[src/sv/ggnc_pkg.sv]
package ggnc_pkg;

	localparam int VALUE_W   = 32;
	localparam int SUM_W     = 64;
	localparam int IN_DEPTH  = 4;
	localparam int OUT_DEPTH = 4;
	localparam int CNT_W     = $clog2(OUT_DEPTH) + 1;

	typedef enum logic [2:0] {
		CLS_MEASURE      = 3'b001,
		CLS_MEASURE_LAST = 3'b010,
		CLS_SCALE        = 3'b100
	} item_class_t;

	typedef struct packed {
		item_class_t        cls;
		logic               neg;
		logic [VALUE_W-1:0] mag;
		logic [VALUE_W-1:0] raw;
	} work_item_t;

	typedef struct packed {
		logic       valid;
		work_item_t item;
	} issue_t;

	typedef struct packed {
		logic [VALUE_W-1:0] value;
		logic [VALUE_W-1:0] norm;
		logic               ready;
		logic               clip;
	} result_t;

endpackage

[src/sv/ggnc_fifo.sv]
module ggnc_fifo #(
	parameter int WIDTH = 8,
	parameter int DEPTH = 4
) (
	input  logic                     clk,
	input  logic                     arst_n,
	input  logic                     wr_en,
	input  logic [WIDTH-1:0]         wr_data,
	output logic                     full,
	input  logic                     rd_en,
	output logic [WIDTH-1:0]         rd_data,
	output logic                     empty,
	output logic [$clog2(DEPTH):0]   count
);

	localparam int AW = $clog2(DEPTH);

	logic [WIDTH-1:0] slots [DEPTH];
	logic [AW-1:0]    wr_ptr_q;
	logic [AW-1:0]    rd_ptr_q;
	logic [AW:0]      count_q;
	logic             do_wr;
	logic             do_rd;

	assign full    = (count_q == (AW+1)'(DEPTH));
	assign empty   = (count_q == '0);
	assign count   = count_q;
	assign do_wr   = wr_en && !full;
	assign do_rd   = rd_en && !empty;
	assign rd_data = slots[rd_ptr_q];

	always_ff @(posedge clk or negedge arst_n) begin
		if (!arst_n) begin
			wr_ptr_q <= '0;
			rd_ptr_q <= '0;
			count_q  <= '0;
		end else begin
			if (do_wr) begin
				wr_ptr_q <= (wr_ptr_q == AW'(DEPTH - 1)) ? '0 : wr_ptr_q + 1'b1;
			end
			if (do_rd) begin
				rd_ptr_q <= (rd_ptr_q == AW'(DEPTH - 1)) ? '0 : rd_ptr_q + 1'b1;
			end
			if (do_wr && !do_rd) begin
				count_q <= count_q + 1'b1;
			end else if (!do_wr && do_rd) begin
				count_q <= count_q - 1'b1;
			end
		end
	end

	always_ff @(posedge clk) begin
		if (do_wr) begin
			slots[wr_ptr_q] <= wr_data;
		end
	end

endmodule

[src/sv/ggnc_front.sv]
module ggnc_front (
	input  logic                          clk,
	input  logic                          arst_n,
	input  logic                          push,
	output logic                          full,
	input  logic                          kind,
	input  logic [ggnc_pkg::VALUE_W-1:0]  grad_value,
	input  logic                          last,
	output ggnc_pkg::issue_t              issue,
	input  logic                          take
);

	import ggnc_pkg::*;

	work_item_t              in_item;
	logic [$bits(work_item_t)-1:0] q_data;
	logic                    q_empty;

	// Sort each request by pass and end marker, and take its magnitude early
	always_comb begin
		in_item.raw = grad_value;
		in_item.neg = grad_value[VALUE_W-1];
		in_item.mag = grad_value[VALUE_W-1] ? (VALUE_W'(0) - grad_value) : grad_value;
		if (kind) begin
			in_item.cls = CLS_SCALE;
		end else if (last) begin
			in_item.cls = CLS_MEASURE_LAST;
		end else begin
			in_item.cls = CLS_MEASURE;
		end
	end

	ggnc_fifo #(
		.WIDTH ($bits(work_item_t)),
		.DEPTH (IN_DEPTH)
	) u_in_q (
		.clk     (clk),
		.arst_n  (arst_n),
		.wr_en   (push),
		.wr_data (in_item),
		.full    (full),
		.rd_en   (take),
		.rd_data (q_data),
		.empty   (q_empty),
		.count   ()
	);

	assign issue.valid = !q_empty;
	assign issue.item  = work_item_t'(q_data);

endmodule

[src/sv/ggnc_back.sv]
module ggnc_back #(
	parameter int FRAC_BITS = 16
) (
	input  logic                          clk,
	input  logic                          arst_n,
	input  logic                          cfg_we,
	input  logic [ggnc_pkg::VALUE_W-1:0]  cfg_data,
	input  ggnc_pkg::issue_t              issue,
	output logic                          take,
	input  logic [ggnc_pkg::CNT_W-1:0]    out_count,
	output logic                          res_valid,
	output ggnc_pkg::result_t             res
);

	import ggnc_pkg::*;

	localparam int SCALE_W   = FRAC_BITS + 1;
	localparam int DIV_CNT_W = $clog2(FRAC_BITS);
	localparam logic [SCALE_W-1:0] ONE = {1'b1, {FRAC_BITS{1'b0}}};

	typedef enum logic [2:0] {
		ST_RUN  = 3'b001,
		ST_SQRT = 3'b010,
		ST_DIV  = 3'b100
	} seq_state_t;

	seq_state_t           state_q;
	logic [VALUE_W-1:0]   clip_limit_q;
	logic [SUM_W-1:0]     sum_q;
	logic [SCALE_W-1:0]   scale_q;
	logic [VALUE_W-1:0]   last_norm_q;

	logic                 valid_s1;
	work_item_t           item_s1;
	logic [SUM_W-1:0]     prod_s1;

	logic [SUM_W-1:0]     rem_q;
	logic [SUM_W-1:0]     root_q;
	logic [SUM_W-1:0]     bit_q;
	logic [VALUE_W-1:0]   hold_raw_q;
	logic [VALUE_W:0]     div_rem_q;
	logic [FRAC_BITS-1:0] quo_q;
	logic [DIV_CNT_W-1:0] div_cnt_q;

	logic [VALUE_W-1:0]   mul_b;
	logic [CNT_W-1:0]     in_flight;
	logic                 s1_is_end;
	logic [SUM_W:0]       sum_add;
	logic [SUM_W-1:0]     sum_sat;
	logic [VALUE_W-1:0]   scaled_mag;
	logic [VALUE_W-1:0]   scaled_val;

	logic [SUM_W-1:0]     sq_trial;
	logic                 sq_ge;
	logic [SUM_W-1:0]     rem_next;
	logic [SUM_W-1:0]     root_next;
	logic [VALUE_W-1:0]   norm_next;
	logic                 sqrt_done;
	logic                 clip_needed;

	logic [VALUE_W:0]     dv_shift;
	logic                 dv_ge;
	logic [FRAC_BITS-1:0] quo_next;
	logic [SCALE_W-1:0]   scale_new;
	logic                 div_done;

	// Issue: hold while sequencer busy, end-of-pass in s1, or no result queue room
	assign s1_is_end = valid_s1 && (item_s1.cls == CLS_MEASURE_LAST);
	assign in_flight = out_count + CNT_W'(valid_s1);
	assign take      = issue.valid && (state_q == ST_RUN) && !s1_is_end
		&& (in_flight < CNT_W'(OUT_DEPTH));

	assign mul_b = (issue.item.cls == CLS_SCALE) ?
		{{(VALUE_W - SCALE_W){1'b0}}, scale_q} : issue.item.mag;

	assign sum_add = {1'b0, sum_q} + {1'b0, prod_s1};
	assign sum_sat = sum_add[SUM_W] ? {SUM_W{1'b1}} : sum_add[SUM_W-1:0];

	assign scaled_mag = prod_s1[FRAC_BITS +: VALUE_W];
	assign scaled_val = item_s1.neg ? (VALUE_W'(0) - scaled_mag) : scaled_mag;

	// Square root, one result bit per cycle
	assign sq_trial    = root_q + bit_q;
	assign sq_ge       = (rem_q >= sq_trial);
	assign rem_next    = sq_ge ? (rem_q - sq_trial) : rem_q;
	assign root_next   = sq_ge ? ((root_q >> 1) + bit_q) : (root_q >> 1);
	assign norm_next   = root_next[VALUE_W-1:0];
	assign sqrt_done   = (state_q == ST_SQRT) && bit_q[0];
	assign clip_needed = (clip_limit_q != '0) && (norm_next > clip_limit_q);

	// Restoring division of the clip limit by the norm, one quotient bit per cycle
	assign dv_shift  = {div_rem_q[VALUE_W-1:0], 1'b0};
	assign dv_ge     = (dv_shift >= {1'b0, last_norm_q});
	assign quo_next  = {quo_q[FRAC_BITS-2:0], dv_ge};
	assign scale_new = {1'b0, quo_next};
	assign div_done  = (state_q == ST_DIV) && (div_cnt_q == '0);

	always_ff @(posedge clk or negedge arst_n) begin
		if (!arst_n) begin
			state_q      <= ST_RUN;
			valid_s1     <= 1'b0;
			clip_limit_q <= '0;
			sum_q        <= '0;
			scale_q      <= ONE;
			last_norm_q  <= '0;
		end else begin
			valid_s1 <= take;
			if (cfg_we) begin
				clip_limit_q <= cfg_data;
			end
			unique case (state_q)
				ST_RUN: begin
					if (valid_s1 && item_s1.cls == CLS_MEASURE) begin
						sum_q <= sum_sat;
					end else if (s1_is_end) begin
						sum_q   <= '0;
						state_q <= ST_SQRT;
					end
				end
				ST_SQRT: begin
					if (bit_q[0]) begin
						last_norm_q <= norm_next;
						if (clip_needed) begin
							state_q <= ST_DIV;
						end else begin
							scale_q <= ONE;
							state_q <= ST_RUN;
						end
					end
				end
				ST_DIV: begin
					if (div_cnt_q == '0) begin
						scale_q <= scale_new;
						state_q <= ST_RUN;
					end
				end
				default: begin
					state_q <= ST_RUN;
				end
			endcase
		end
	end

	always_ff @(posedge clk) begin
		if (take) begin
			item_s1 <= issue.item;
			prod_s1 <= {{(SUM_W - VALUE_W){1'b0}}, issue.item.mag}
				* {{(SUM_W - VALUE_W){1'b0}}, mul_b};
		end
		if (state_q == ST_RUN && s1_is_end) begin
			rem_q      <= sum_sat;
			root_q     <= '0;
			bit_q      <= {2'b01, {(SUM_W - 2){1'b0}}};
			hold_raw_q <= item_s1.raw;
		end
		if (state_q == ST_SQRT) begin
			rem_q     <= rem_next;
			root_q    <= root_next;
			bit_q     <= bit_q >> 2;
			div_rem_q <= {1'b0, clip_limit_q};
			quo_q     <= '0;
			div_cnt_q <= DIV_CNT_W'(FRAC_BITS - 1);
		end
		if (state_q == ST_DIV) begin
			div_rem_q <= dv_ge ? (dv_shift - {1'b0, last_norm_q}) : dv_shift;
			quo_q     <= quo_next;
			div_cnt_q <= div_cnt_q - 1'b1;
		end
	end

	always_comb begin
		res_valid = 1'b0;
		res       = '0;
		if (state_q == ST_RUN && valid_s1) begin
			unique case (item_s1.cls)
				CLS_MEASURE: begin
					res_valid = 1'b1;
					res.value = item_s1.raw;
					res.norm  = last_norm_q;
					res.clip  = (scale_q < ONE);
				end
				CLS_SCALE: begin
					res_valid = 1'b1;
					res.value = scaled_val;
					res.norm  = last_norm_q;
					res.clip  = (scale_q < ONE);
				end
				default: begin
					res_valid = 1'b0;
				end
			endcase
		end else if (sqrt_done && !clip_needed) begin
			res_valid = 1'b1;
			res.value = hold_raw_q;
			res.norm  = norm_next;
			res.ready = 1'b1;
		end else if (div_done) begin
			res_valid = 1'b1;
			res.value = hold_raw_q;
			res.norm  = last_norm_q;
			res.ready = 1'b1;
			res.clip  = (scale_new < ONE);
		end
	end

`ifndef SYNTH
	a_credit: assert property (@(posedge clk) disable iff (!arst_n)
		res_valid |-> (out_count < CNT_W'(OUT_DEPTH)))
		else $error("result written with no room in result queue");

	a_busy_s1: assert property (@(posedge clk) disable iff (!arst_n)
		(state_q != ST_RUN) |-> !valid_s1)
		else $error("stage 1 occupied while sequencer busy");

	a_take_run: assert property (@(posedge clk) disable iff (!arst_n)
		take |-> (state_q == ST_RUN))
		else $error("request taken while sequencer busy");

	a_scale_max: assert property (@(posedge clk) disable iff (!arst_n)
		scale_q <= ONE)
		else $error("scale above one");

	a_end_seq: assert property (@(posedge clk) disable iff (!arst_n)
		(state_q == ST_RUN && s1_is_end) |=> (state_q == ST_SQRT))
		else $error("end of measure pass did not start square root");
`endif

endmodule

[src/sv/grad_global_norm_clip_core.sv]
// Channel   Direction  Handshake                  Payload
// input     in         push / full                kind, grad_value, last
// result    out        pop / empty                value_out, norm_out, norm_ready, clip_active
// config    in         cfg_we (no wait)           cfg_data -> clip limit
//
// Ordinary elements stream at one per cycle while the back end is idle and the result queue has
// room, via the input queue and stage s1. An end-of-measure element holds the back end for its
// square root (one root bit a cycle), plus restoring division if a nonzero limit is exceeded.
// Reset clears queues, sums and norm and sets scale to one at once; there is no clearing pass.
// A full result queue stalls the back end; the input queue then fills and raises full.
module grad_global_norm_clip_core #(
	parameter int FRAC_BITS = 16
) (
	input  logic                          clk,
	input  logic                          arst_n,
	input  logic                          push,
	output logic                          full,
	input  logic                          kind,
	input  logic [ggnc_pkg::VALUE_W-1:0]  grad_value,
	input  logic                          last,
	output logic                          empty,
	input  logic                          pop,
	output logic [ggnc_pkg::VALUE_W-1:0]  value_out,
	output logic [ggnc_pkg::VALUE_W-1:0]  norm_out,
	output logic                          norm_ready,
	output logic                          clip_active,
	input  logic                          cfg_we,
	input  logic [ggnc_pkg::VALUE_W-1:0]  cfg_data
);

	import ggnc_pkg::*;

	issue_t                     issue;
	logic                       take;
	logic                       res_valid;
	result_t                    res;
	result_t                    res_head;
	logic [$bits(result_t)-1:0] res_data;
	logic [CNT_W-1:0]           out_count;

	ggnc_front u_front (
		.clk        (clk),
		.arst_n     (arst_n),
		.push       (push),
		.full       (full),
		.kind       (kind),
		.grad_value (grad_value),
		.last       (last),
		.issue      (issue),
		.take       (take)
	);

	ggnc_back #(
		.FRAC_BITS (FRAC_BITS)
	) u_back (
		.clk       (clk),
		.arst_n    (arst_n),
		.cfg_we    (cfg_we),
		.cfg_data  (cfg_data),
		.issue     (issue),
		.take      (take),
		.out_count (out_count),
		.res_valid (res_valid),
		.res       (res)
	);

	ggnc_fifo #(
		.WIDTH ($bits(result_t)),
		.DEPTH (OUT_DEPTH)
	) u_out_q (
		.clk     (clk),
		.arst_n  (arst_n),
		.wr_en   (res_valid),
		.wr_data (res),
		.full    (),
		.rd_en   (pop),
		.rd_data (res_data),
		.empty   (empty),
		.count   (out_count)
	);

	assign res_head    = result_t'(res_data);
	assign value_out   = res_head.value;
	assign norm_out    = res_head.norm;
	assign norm_ready  = res_head.ready;
	assign clip_active = res_head.clip;

endmodule
[config.mk]
export PLATFORM = sky130hd
export DESIGN_NAME = grad_global_norm_clip_core
export DESIGN_NICKNAME = d
export VERILOG_FILES = /design/src/sv/ggnc_pkg.sv /design/src/sv/ggnc_fifo.sv /design/src/sv/ggnc_front.sv /design/src/sv/ggnc_back.sv /design/src/sv/grad_global_norm_clip_core.sv
export SDC_FILE = /design/constraint.sdc
export NUM_CORES = 2
export LEC_CHECK = 0
export BUFFER_PORTS_ARGS = -buffer_cell sky130_fd_sc_hd__buf_2
export CAP_MARGIN = 20
export CORE_ASPECT_RATIO = 1.2
export CORE_MARGIN = 1.5
export CORE_UTILIZATION = 45
export CTS_CLUSTER_DIAMETER = 50
export CTS_CLUSTER_SIZE = 12
export DETAILED_ROUTE_END_ITERATION = 10
export HOLD_SLACK_MARGIN = 0.05
export MAX_ROUTING_LAYER = met4
export PLACE_DENSITY = 0.63
export SYNTH_ARGS = -nofsm -noshare
export SYNTH_HDL_FRONTEND = slang
export SYNTH_SLANG_ARGS = --single-unit
[constraint.sdc]
create_clock -name clk -period 16.3 [get_ports clk]
set_clock_uncertainty 0.05 [all_clocks]
set_input_delay 0.815 -clock clk [delete_from_list [all_inputs] [get_ports clk]]
set_output_delay 0.815 -clock clk [all_outputs]
set_load 0.05 [all_outputs]
==> out/metrics.cfg <==
[run_status]
run_status = finished, final reports clean

[yosys]
synth_area_mm2 = 0.0874
ys.flop_type = edfxtp_1
seq_area_frac_synth = 0.345
synth_cell_types = 92
syn-num-nets = 9940
yosysWarnings = 0
syn_area_per_cell_um2 = 10.4
ys_ff_latch = 1033
synthArstFlopShare = 0.158
synth_cells = 8431
synth_edf_count = 869

[grt]
grt_pass1_vias = 65800
grt_pass1_wl_mm = 402
grtUsageTotal = 0.279
grt_overflow = 0
grtUsageMet3 = 0.0406
antenna_found_initial = 10
grtUsageMet2 = 0.454
grt_max_degree = 108
grt_use_met1 = 0.333
grt_busiest_layer = met2

[worst_hold_path]
min_path_type = in2reg
min_delay_path_depth = 3

[worst_setup_path]
crit_top_cell = fa_1
crit_type = reg2reg
cpMaxStageDelayCell = and2_1
arrival_ns = 12.41
ff2ff_setup_slack_ns = 4.33
cp_data_required_time_ns = 16.74
max_stage_delay_ns = 0.84
crit_path_max_fanout = 54
r2r_cells = 32
start_kind = register
end_kind = register

[layout]
syn_to_final_growth_pct = 8.40
fin_nets = 9925
utilization = 0.490
final_common_cell = nand2_1
layout-drive-gt1-share = 0.0803
post-route-cell-area_mm2 = 0.0948
final_cell_mix = nand2_1 (1235), inv_1 (1212), fa_1 (901), edfxtp_1 (869), ha_1 (537)

[place]
numPortBuffers = 138
dp_hpwl_mm = 199
gp_congestion = 1.01
placed_cell_area_mm2 = 0.0909

[clock_tree]
cts-root-buf = clkbuf_16
htree_levels = 3
cts_tree = built
path_clk_slew_ns = 0.06
cts_resized = 0
cts_buffers = 120
cts.sinks = 1033
cts_buffer_depth = 3
clk-insertion-delay-late_ns = 0.79

[timing]
grt_setup_unrepaired = no
finalSetupViolCount = 0
slew_viol_final = 0
fin_crit_ns = 11.97
fmax_mhz = 83.6
finalCritPeriodShare = 0.734
worstMarginPinSlew_ns = 1.20
maxSlewHeadroom = 0.192
tns_ns = 0
finalHoldViolCount = 0

[drt]
drtIter0Drc = 4495
vias = 63200
avgViaCountPerCell = 5.68
wl_mm = 265
post_drt_wl_per_cell_um = 23.8
route.detailed.drc = 0
firstDrtPassIters = 6
ant_nets = 0

[floorplan]
initial_core_util = 0.452
pin_count = 139
rows = 177
coreArea_mm2 = 0.193
die_x_um = 405
die_area_mm2 = 0.197
die_h_um = 486

[run]
drv_cap = 0

-- registers in the layout, indices dropped and copies added (netlist names), 35 cells and up --
register              cells
u_back.item_s1           35
u_back.prod_s1           64
u_back.rem_q             64
u_back.root_q            64
u_back.sum_q             64
u_front.u_in_q.slots    264
u_out_q.slots           264
-- area by class of cell --
class	count	area (um^2)
diodes	7	17.5
well taps	2595	3250
fillers	17600	98600
clock buffers	177	3280
repair buffers	264	1670
inverters	1215	4560
flip-flops and latches	1033	30200
multi-input cells	5782	51200
clock inverters	51	563
-- cells in the mapped netlist (29+ instances only) --
| cell | number | area (um^2) |
|---|---|---|
| a211oi_1 | 29 | 218 |
| a21o_1 | 144 | 1080 |
| a21oi_1 | 358 | 1790 |
| a221o_1 | 44 | 440 |
| a31o_2 | 36 | 315 |
| a31oi_1 | 86 | 538 |
| and2_1 | 128 | 801 |
| and3_1 | 112 | 701 |
| clkbuf_1 | 349 | 1310 |
| dfrtp_1 | 161 | 4030 |
| edfxtp_1 | 869 | 26100 |
| fa_1 | 901 | 18000 |
| ha_1 | 537 | 6720 |
| inv_1 | 1213 | 4550 |
| mux2i_1 | 46 | 460 |
| mux4_2 | 124 | 2790 |
| nand2_1 | 1244 | 4670 |
| nand2b_1 | 34 | 213 |
| nand3_1 | 120 | 601 |
| nand4_1 | 74 | 463 |
| nor2_1 | 400 | 1500 |
| nor2b_1 | 68 | 425 |
| nor3_1 | 62 | 310 |
| o21ai_0 | 393 | 1970 |
| o21bai_1 | 64 | 480 |
| o31ai_1 | 30 | 225 |
| or3_1 | 31 | 194 |
| xnor2_1 | 208 | 1820 |
| xor2_1 | 178 | 1560 |
-- worst max-delay path, delay by kind of cell (launching register included) --
| family | cells | cell delay, ns |
|---|---|---|
| buf+inv | 8 | 1.89 |
| xor+xnor | 1 | 0.10 |
| simple gates | 4 | 1.18 |
| flops | 1 | 0.71 |
| mux | 1 | 0.45 |
| fa+ha+maj | 9 | 4.55 |
| compound gates | 9 | 2.63 |
-- logic make-up (layout without fill, tap and decap cells) --
logic type               Yosys count  count (layout)  share of synthesized area
AO/OA/AOI/OAI                   1399            1399                      0.101
XOR/XNOR                         386             386                     0.0387
adder cells (fa/ha/maj)         1438            1438                      0.283
buffers and inverters           1616            1707                     0.0700
flip-flops                      1033            1033                      0.345
multiplexers                     197             197                     0.0407
other                              0               7                          0
AND/OR/NAND/NOR                 2362            2362                      0.121
-- repair_timing --
| item | 4_1_cts | 5_1_grt |
|---|---|---|
| endpoints found under the hold margin | 64 | 0 |
| hold buffers | 1 | 0 |
| setup buffers | 0 | 0 |
-- metrics by stage --
step | instances | setup slack [ns] | hold WS, ns
after floorplan | 8431 | 6.77 | 0.365
after global placement | 10900 | 4.50 | 0.385
after detailed placement | 10900 | 4.48 | 0.392
after CTS | 11100 | 4.44 | 0.136
after global routing | 11100 | 3.86 | 0.168
final | 11100 | 4.33 | 0.183
-- routing by layer --
layer,vias up,share of wire
li1,28400,-
met3,627,0.059
met2,2216,0.48
met4,0,0.067
met1,32000,0.39
met5,-,0
-- path summary, 6_finish.rpt --
check                                           startpoint                      end
worst min-delay path                          cfg_data[18]  u_back.clip_limit_q[18]
max in group asynchronous                           arst_n         u_back.sum_q[47]
worst max-delay path            u_front.u_in_q.rd_ptr_q[1]       u_back.prod_s1[62]
worst max register to register  u_front.u_in_q.rd_ptr_q[1]       u_back.prod_s1[62]
worst min register to register            u_back.quo_q[14]       u_back.scale_q[15]
min in group asynchronous                           arst_n  u_back.clip_limit_q[16]
Power is left out: the tool's default activity adds up to more than one toggle a clock period on the data nets, which glitch-free logic cannot reach.
